==> src/hdl/farey_pkg.sv <==
// shared types and constants for the farey mediant approximator
`default_nettype none

package farey_pkg;

    localparam int FRAC_BITS_DEF = 16;
    localparam int LIMIT_W       = 16;
    localparam logic [LIMIT_W-1:0] LIMIT_RESET = 16'd10000;

    typedef enum logic [2:0] {
        S_IDLE,
        S_STEP,
        S_MUL,
        S_ADD,
        S_OUT
    } state_t;

    typedef struct packed {
        logic load;
        logic step;
        logic mul;
        logic fin;
    } cmd_t;

    typedef struct packed {
        logic match;
    } status_t;

endpackage

`default_nettype wire

==> src/hdl/farey_mediant_rational_approx.sv <==
// top level: farey mediant rational approximation of a fixed-point value
// done follows the start transfer through the search steps and the MUL, ADD and OUT states;
//   the search ends when a match is found or the step count reaches iteration_limit
// a new value is accepted only in idle; busy stays high from start to done
// the done strobe lasts one cycle and the receiver cannot stall it
// asynchronous active-low reset returns to idle with iteration_limit = 10000
`default_nettype none

module farey_mediant_rational_approx #(
    parameter int FRAC_BITS = farey_pkg::FRAC_BITS_DEF
) (
    input  wire logic                          clk,
    input  wire logic                          rst_n,
    input  wire logic                          start,
    output logic                               busy,
    input  wire logic signed [31:0]            value,
    output logic                               done,
    output logic signed [31:0]                 numerator,
    output logic [16:0]                        denominator,
    output logic                               exact,
    output logic                               saturated,
    input  wire logic                          cfg_valid,
    output logic                               cfg_ready,
    input  wire logic [farey_pkg::LIMIT_W-1:0] cfg_data
);

    farey_pkg::cmd_t    cmd;
    farey_pkg::status_t status;

    farey_ctrl u_ctrl (
        .clk       (clk),
        .rst_n     (rst_n),
        .start     (start),
        .busy      (busy),
        .done      (done),
        .cfg_valid (cfg_valid),
        .cfg_ready (cfg_ready),
        .cfg_data  (cfg_data),
        .cmd       (cmd),
        .status    (status)
    );

    farey_dp #(
        .FRAC_BITS (FRAC_BITS)
    ) u_dp (
        .clk         (clk),
        .rst_n       (rst_n),
        .cmd         (cmd),
        .status      (status),
        .value       (value),
        .numerator   (numerator),
        .denominator (denominator),
        .exact       (exact),
        .saturated   (saturated)
    );

endmodule

`default_nettype wire

==> src/hdl/farey_dp.sv <==
// datapath: mediant bounds, running cross-product errors and final scaling
`default_nettype none

module farey_dp #(
    parameter int FRAC_BITS = farey_pkg::FRAC_BITS_DEF
) (
    input  wire logic                 clk,
    input  wire logic                 rst_n,
    input  wire farey_pkg::cmd_t      cmd,
    output farey_pkg::status_t        status,
    input  wire logic signed [31:0]   value,
    output logic signed [31:0]        numerator,
    output logic [16:0]               denominator,
    output logic                      exact,
    output logic                      saturated
);

    localparam int DW  = FRAC_BITS + 1;
    localparam int EW  = 2 * FRAC_BITS + 2;
    localparam int FLW = 32 - FRAC_BITS;
    localparam int PW  = 34;
    localparam logic signed [PW-1:0] NUM_MAX = PW'(2147483647);
    localparam logic signed [PW-1:0] NUM_MIN = -NUM_MAX - PW'(1);

    logic signed [FLW-1:0]  fl_reg;
    logic [DW-1:0]          hn_reg, hn_next;
    logic [DW-1:0]          hd_reg, hd_next;
    logic [DW-1:0]          ln_reg, ln_next;
    logic [DW-1:0]          ld_reg, ld_next;
    logic signed [EW-1:0]   eh_reg, eh_next;
    logic signed [EW-1:0]   el_reg, el_next;
    logic                   found_reg, found_next;
    logic signed [PW-1:0]   prod_reg;
    logic signed [PW-1:0]   sum;
    logic signed [31:0]     num_reg;
    logic [16:0]            den_reg;
    logic                   sat_reg;

    logic signed [EW-1:0]   em;
    logic [DW-1:0]          mn;
    logic [DW-1:0]          md;
    logic                   low_hit;
    logic                   med_hit;

    assign em      = eh_reg + el_reg;
    assign mn      = hn_reg + ln_reg;
    assign md      = hd_reg + ld_reg;
    assign low_hit = (el_reg == '0);
    assign med_hit = (em == '0);
    assign status.match = low_hit || med_hit;

    always_comb
    begin
        hn_next    = hn_reg;
        hd_next    = hd_reg;
        ln_next    = ln_reg;
        ld_next    = ld_reg;
        eh_next    = eh_reg;
        el_next    = el_reg;
        found_next = found_reg;
        if (cmd.load)
        begin
            hn_next    = DW'(1);
            hd_next    = DW'(1);
            ln_next    = '0;
            ld_next    = DW'(1);
            eh_next    = $signed(EW'(1) << FRAC_BITS) - $signed(EW'(value[FRAC_BITS-1:0]));
            el_next    = -$signed(EW'(value[FRAC_BITS-1:0]));
            found_next = 1'b0;
        end
        else if (cmd.step)
        begin
            if (low_hit)
            begin
                hn_next    = ln_reg;
                hd_next    = ld_reg;
                found_next = 1'b1;
            end
            else if (med_hit)
            begin
                hn_next    = mn;
                hd_next    = md;
                ln_next    = mn;
                ld_next    = md;
                eh_next    = em;
                el_next    = em;
                found_next = 1'b1;
            end
            else if (em < 0)
            begin
                ln_next = mn;
                ld_next = md;
                el_next = em;
            end
            else
            begin
                hn_next = mn;
                hd_next = md;
                eh_next = em;
            end
        end
    end

    assign sum = $signed(PW'(hn_reg)) + prod_reg;

    always_ff @(posedge clk or negedge rst_n)
    begin
        if (!rst_n)
        begin
            found_reg <= 1'b0;
        end
        else
        begin
            found_reg <= found_next;
        end
    end

    always_ff @(posedge clk)
    begin
        hn_reg <= hn_next;
        hd_reg <= hd_next;
        ln_reg <= ln_next;
        ld_reg <= ld_next;
        eh_reg <= eh_next;
        el_reg <= el_next;
        if (cmd.load)
        begin
            fl_reg <= value[31:FRAC_BITS];
        end
        if (cmd.mul)
        begin
            prod_reg <= PW'(fl_reg) * $signed(PW'(hd_reg));
        end
        if (cmd.fin)
        begin
            den_reg <= 17'(hd_reg);
            if (sum > NUM_MAX)
            begin
                num_reg <= 32'(NUM_MAX);
                sat_reg <= 1'b1;
            end
            else if (sum < NUM_MIN)
            begin
                num_reg <= 32'(NUM_MIN);
                sat_reg <= 1'b1;
            end
            else
            begin
                num_reg <= 32'(sum);
                sat_reg <= 1'b0;
            end
        end
    end

    assign numerator   = num_reg;
    assign denominator = den_reg;
    assign exact       = found_reg;
    assign saturated   = sat_reg;

`ifndef SYNTHESIS
    a_match_sets_found: assert property (@(posedge clk) disable iff (!rst_n)
        (cmd.step && status.match) |=> found_reg)
        else $error("exact match did not set found flag");
    a_load_clears_found: assert property (@(posedge clk) disable iff (!rst_n)
        cmd.load |=> !found_reg)
        else $error("found flag not cleared on load");
    a_low_err_nonpos: assert property (@(posedge clk) disable iff (!rst_n)
        $past(cmd.load) |-> (el_reg <= 0) && (eh_reg > 0))
        else $error("initial bound errors have wrong sign");
`endif

endmodule

`default_nettype wire

==> src/hdl/farey_ctrl.sv <==
// controller: sequencing fsm, step counter and iteration limit register
`default_nettype none

module farey_ctrl (
    input  wire logic                          clk,
    input  wire logic                          rst_n,
    input  wire logic                          start,
    output logic                               busy,
    output logic                               done,
    input  wire logic                          cfg_valid,
    output logic                               cfg_ready,
    input  wire logic [farey_pkg::LIMIT_W-1:0] cfg_data,
    output farey_pkg::cmd_t                    cmd,
    input  wire farey_pkg::status_t            status
);

    farey_pkg::state_t               state_reg, state_next;
    logic [farey_pkg::LIMIT_W-1:0]   limit_reg;
    logic [farey_pkg::LIMIT_W-1:0]   cnt_reg, cnt_next;
    logic                            at_limit;

    assign at_limit  = (cnt_reg == limit_reg);
    assign cfg_ready = 1'b1;

    always_comb
    begin
        state_next = state_reg;
        unique case (state_reg)
            farey_pkg::S_IDLE:
            begin
                if (start)
                begin
                    state_next = farey_pkg::S_STEP;
                end
            end
            farey_pkg::S_STEP:
            begin
                if (at_limit || status.match)
                begin
                    state_next = farey_pkg::S_MUL;
                end
            end
            farey_pkg::S_MUL:
            begin
                state_next = farey_pkg::S_ADD;
            end
            farey_pkg::S_ADD:
            begin
                state_next = farey_pkg::S_OUT;
            end
            farey_pkg::S_OUT:
            begin
                state_next = farey_pkg::S_IDLE;
            end
            default:
            begin
                state_next = farey_pkg::S_IDLE;
            end
        endcase
    end

    always_comb
    begin
        cmd      = '0;
        busy     = 1'b1;
        done     = 1'b0;
        cnt_next = cnt_reg;
        unique case (state_reg)
            farey_pkg::S_IDLE:
            begin
                busy     = 1'b0;
                cmd.load = start;
                cnt_next = '0;
            end
            farey_pkg::S_STEP:
            begin
                cmd.step = !at_limit;
                if (!at_limit)
                begin
                    cnt_next = cnt_reg + 1'b1;
                end
            end
            farey_pkg::S_MUL:
            begin
                cmd.mul = 1'b1;
            end
            farey_pkg::S_ADD:
            begin
                cmd.fin = 1'b1;
            end
            farey_pkg::S_OUT:
            begin
                done = 1'b1;
            end
            default:
            begin
                busy = 1'b1;
            end
        endcase
    end

    always_ff @(posedge clk or negedge rst_n)
    begin
        if (!rst_n)
        begin
            state_reg <= farey_pkg::S_IDLE;
            cnt_reg   <= '0;
            limit_reg <= farey_pkg::LIMIT_RESET;
        end
        else
        begin
            state_reg <= state_next;
            cnt_reg   <= cnt_next;
            if (cfg_valid && cfg_ready)
            begin
                limit_reg <= cfg_data;
            end
        end
    end

`ifndef SYNTHESIS
    a_accept_enters_step: assert property (@(posedge clk) disable iff (!rst_n)
        (start && !busy) |=> (state_reg == farey_pkg::S_STEP) && (cnt_reg == '0))
        else $error("accepted transfer did not start search");
    a_done_after_add: assert property (@(posedge clk) disable iff (!rst_n)
        done |-> $past(state_reg == farey_pkg::S_ADD))
        else $error("result strobe without final add");
    a_done_single: assert property (@(posedge clk) disable iff (!rst_n)
        done |=> !done && !busy)
        else $error("result strobe longer than one cycle");
`endif

endmodule

`default_nettype wire

==> config.mk <==
export PLATFORM = sky130hd
export DESIGN_NAME = farey_mediant_rational_approx
export DESIGN_NICKNAME = d
export VERILOG_FILES = /design/src/hdl/farey_pkg.sv /design/src/hdl/farey_mediant_rational_approx.sv /design/src/hdl/farey_dp.sv /design/src/hdl/farey_ctrl.sv
export SDC_FILE = /design/constraint.sdc
export NUM_CORES = 1
export LEC_CHECK = 0
export BUFFER_PORTS_ARGS = -buffer_cell sky130_fd_sc_hd__buf_2
export CAP_MARGIN = 40
export CORE_ASPECT_RATIO = 1.75
export CORE_UTILIZATION = 42
export CTS_CLUSTER_DIAMETER = 60
export DETAILED_ROUTE_END_ITERATION = 10
export SYNTH_ARGS = -nofsm -noshare
export SYNTH_HDL_FRONTEND = slang
export SYNTH_SLANG_ARGS = --single-unit
==> constraint.sdc <==
create_clock -name clk -period 7.8 [get_ports clk]
set_clock_uncertainty 0.15 [all_clocks]
set_input_delay 0.39 -clock clk [delete_from_list [all_inputs] [get_ports clk]]
set_output_delay 0.39 -clock clk [all_outputs]
set_load 0.03 [all_outputs]
# Word level (Yosys, flattened, before mapping)
# Cells that the tools add are included.
# totals
latchBits	0
ram_bits	0
output_inout_bits	54
inputBits	52
romBits	0
word_cells	93
reg_bits	272
n_memories	0
# classes
add_sub_neg	7
muxes	37
n_mul	1
n_eq_ne	11
reduce_logical	18
shift	0
bitwise_logic	1
n_div	0
magnitude_cmp	3
# op_table
cell	count
2-to-1 mux 34 bit	10
2-to-1 mux 17 bit	10
zero test 34 bit	2
adder 17 bit	2
adder 18 x 34 -> 34 bit	1
adder 34 bit	1
> comparator 34 x 32 -> 1 bit, second input constant	1
< comparator 34 x 1 -> 1 bit, second input constant	1
< comparator 34 x 32 -> 1 bit, second input constant	1
multiplier 16 x 18 -> 34 bit	1
negator 16 -> 34 bit	1
2-to-1 mux 32 bit	1
case mux 16 bit (2 select lines)	1
subtractor 17 x 16 -> 18 bit, first input constant	1
adder 16 x 1 -> 16 bit, second input constant	1
equality test 16 bit	1
2-to-1 mux 16 bit	1
case mux 3 bit (4 select lines)	1
2-to-1 mux 1 bit	11
AND reduction 3 bit	3
AND reduction 2 bit	4
equality test 3 x 2 -> 1 bit, second input constant	2
2-to-1 mux 3 bit	2
!= test 2 bit, second input constant	3
other kinds (11)	15

# Logic depth before layout (Yosys ltp)
# logic_depth
ltp_word	7
ltp_mapped	26
ltp_nobuf	25

# Hierarchy
# Synthesis repeated with hierarchy kept, for this count alone.
# hier_totals
hier_cells	2664
hier_area_um2	24990.2
# modules_own_cells
mod	instances	seq_area_each_um2	area_each_um2	cells_each
farey_dp	1	6431.2	22967.0	2461
farey_ctrl	1	882.1	2023.2	203

# Least setup slack after synthesis
# Ideal clock, no wire load.
# synth_timing
path_kind	register to register
start	register u_dp.fl_reg[15]
end	register u_dp.prod_reg[33], data pin
t_required_ns	7.390
setup_time_ns	0.260
path_buffers	1
arrival_time_ns	6.349
path_stages_with_launch	24
path_slack_ns	1.042
period_less_slack_ns	6.758
cell_sequence	edfxtp_1 inv_1 clkbuf_1 nor2_1 fa_1 fa_1 fa_1 fa_1 fa_1 inv_1 fa_1 inv_1 ha_1 a21o_1 a21o_1 a21o_1 a211oi_1 o21bai_1 nor4_1 o31ai_1 o21ai_0 o2111ai_1 a21oi_1 xnor2_1
# synth_between
elab_chain_len	1
# synth_rtl
element	line_no	source
start: declaration	farey_dp.sv:25	logic signed [FLW-1:0] fl_reg;
start signal: assignment	farey_dp.sv:128	fl_reg <= value[31:FRAC_BITS];
multiplier 16 x 18 -> 34 bit	farey_dp.sv:132	prod_reg <= PW'(fl_reg) * $signed(PW'(hd_reg));
end signal: assignment	farey_dp.sv:132	
end: declaration	farey_dp.sv:33	logic signed [PW-1:0] prod_reg;
# No other way between the ends.
# A chain may end at the register's enable or synchronous reset.

# Worst setup path after layout
# layout_timing
start	register u_dp.fl_reg[9]
end	register u_dp.prod_reg[28], data pin
# Same word-level chain as after synthesis.

==> metrics.txt <==
drt pass-1 iters=6; core area=roughly 56000 um^2; diodes inserted=0; synthesized area per cell=slightly below 10 um^2; Yosys reg bits=272; clk_lat worst skew=approximately 0.6 ns; setup slack on the worst flop-to-flop path=0.42 ns; Final Cycle Share=0.946; Slew Limit Headroom=0.445; reg2reg start=u_dp.fl_reg[9]; fill count=5393; share of flip-flops with an asynchronous set or reset=0.132; Hold Crit Endpoint=u_dp.eh_reg[8]; cts hold-fix bufs=34; synth warn=0; Final min period=7.38 ns; EDFF count, synth=168; clock root cell=clkbuf_16; Hold Path Origin=value[8]; RR Endpoint=u_dp.prod_reg[28]; IO Pins=106; RSZ-0062 raised after global routing=false; adder-cell share of the synthesized area=0.285; crit-path max FO=17; detailed router's first-iteration violation count=898; syn nets=~3000; Cell Rows=between 100 and 150; cells taking the most area after synthesis=edfxtp_1, fa_1, ha_1, dfxtp_1, inv_1; Die W=183 um; worst endpoint required time=about 8.0 ns; Max Cap Viol=0; Area Overhead vs Synth=11.7%; cell area after layout=26800 um^2; H-tree Lvls=1; Syn Inst Count=2484; Antenna Nets Post-Route=0; Detail Placement HPWL=53.0 mm; final hold slack=between 0.1 and 0.15 ns; vias in the first global route=roughly 20000; vias per cell=5.44; startpoint types=flip-flop; final setup violating endpoints=0; largest net degree at the start of global routing=69; sequential share of the synthesized area=0.304; type of the worst setup path=reg2reg; Post-Route Setup TNS=0 ns; Setup Buffers After CTS=0; Yosys top cell by area=edfxtp_1; Mapped Area=24000 um^2; worst setup path start=u_dp.fl_reg[9]; Synth Area in Compound Gates=0.112; xor and xnor area share after synthesis=0.0580; DR WL/cell=19.9 um; Die ar.=slightly below 60000 um^2; Nets=3082; top_reg_cell synth=edfxtp_1; CP Data Arrival Time=7.55 ns; cts repair resizes=0; gr ovfl total=0; fmax=approximately 0.14 GHz; # DRC=0; final WL=between 60 and 70 mm; max-slew violation count=0; main combinational cell family by area after synthesis=adder cells; final hold viol count=0; via count=18445; Synth top area share=0.210; TritonCTS buffer count=30; post-synth cell types=80; status=finished, final reports clean; Clk pin slew, worst setup/hold paths=0.07 ns; commonest cells in the netlist=inv_1, nand2_1, fa_1; fin util=0.476; leading cell type by number of instances after synthesis=inv_1; Buffers on Ports=104; worst reg-to-reg path cell count=21; clk buf depth=3; Slew @ Worst Pin=around 0.83 ns; CTS tree=built; Hold Path Depth=3; worst hold path class=in2reg; Starting Density=0.426; RePlAce Congestion=0.956; Placed Instance Area=25500 um^2; layout cell share with drive strength beyond 1=0.0938; CP endpoint kind=flip-flop; first-pass GRT wire length=approximately 110 mm; mux share of post-synthesis cell area=0.0250; initial antenna violation count=0; Die Ht=318 um; Post-Synth Simple-Gate Area=0.152; # clock sinks=around 270; GRT Util Overall=0.239
cell type report:
class                      count  area [um^2]  area share
tap                          760          951      0.0354
inverter                     307         1150      0.0429
timing repair buffer         180         1180      0.0439
sequential                   272         7310       0.273
multi-input combinational   1818        15200       0.567
clock inverter                19          215     0.00802
clock buffer                  37          808      0.0301
cells by family (layout without fill, tap and decap cells):
group,after synthesis,count (layout)
muxes,58,58
adders and majority gates,421,421
DFF,272,272
buffers and inverters,394,543
other,2,2
xor gates and xnor gates,159,159
and+or+nand+nor,762,762
AOI/OAI and AO/OA,416,416
through the flow:
| step | worst slack [ns] | instances |
|---|---|---|
| finish | 0.422 | 3393 |
| floorplan | 1.04 | 2484 |
| global placement | 0.622 | 3299 |
| global route | 0.110 | 3393 |
| detailed placement | 0.527 | 3303 |
| CTS | 0.497 | 3393 |
worst max-delay path: stages (launching register included):
cell      delay [ns]
edfxtp_1        0.76
nand2_1         0.19
fa_1            0.57
inv_1           0.06
fa_1            0.56
fa_1            0.45
fa_1            0.56
fa_1            0.56
inv_1           0.06
fa_1            0.53
inv_1           0.04
ha_1            0.35
a21o_1          0.20
a21o_1          0.18
a21o_1          0.19
nor4_1          0.17
o31a_1          0.23
nor4_1          0.08
o31ai_1         0.52
o21bai_1        0.17
a211oi_1        0.38
nor2_1          0.11
routing by layer:
layer,routed length (um),track usage,share of wire,vias up
met4,5800,0.184,0.086,0
met1,22200,0.222,0.33,9196
li1,-,-,-,8598
met5,0,0,0,-
met3,1780,0.0212,0.026,221
met2,37700,0.469,0.56,430
how the worst max path moves through the flow:
stage / slack [ns] / cells past startpoint / end
2_1_floorplan: 1.04 / 23 / u_dp.prod_reg[33]
3_3_place_gp: 0.62 / 23 / u_dp.prod_reg[28]
3_5_place_dp: 0.53 / 21 / u_dp.prod_reg[28]
4_1_cts: 0.50 / 23 / u_dp.prod_reg[32]
5_1_grt: 0.11 / 23 / u_dp.prod_reg[32]
6_report: 0.42 / 21 / u_dp.prod_reg[28]
layout by cell type, fill, tap and decap left out, drive strengths merged, types with 8 or more instances in the layout:
cell         Yosys  routed
and3            23      23
o211ai          12      12
mux2            17      17
clkbuf          69      37
edfxtp         168     168
dlygate4sd3      0      34
nand2b          14      14
nand4           16      16
fa             212     212
dfxtp           68      68
dfrtp           31      31
a211oi          29      29
o31ai           12      12
nor4            22      22
xor2            77      77
mux2i           41      41
nand2          280     280
o21bai          15      15
o21ai          111     111
clkinv           1       9
or3              9       9
nand3           37      37
buf             18     146
xnor2           82      82
a21o            42      42
a21oi          119     119
nor3            34      34
inv            306     311
ha             209     209
nor2           158     158
and2           135     135
o21a            17      17
a31oi            8       8
Power is left out: the tool's default activity adds up to more than one toggle a clock period on the data nets, which glitch-free logic cannot reach.
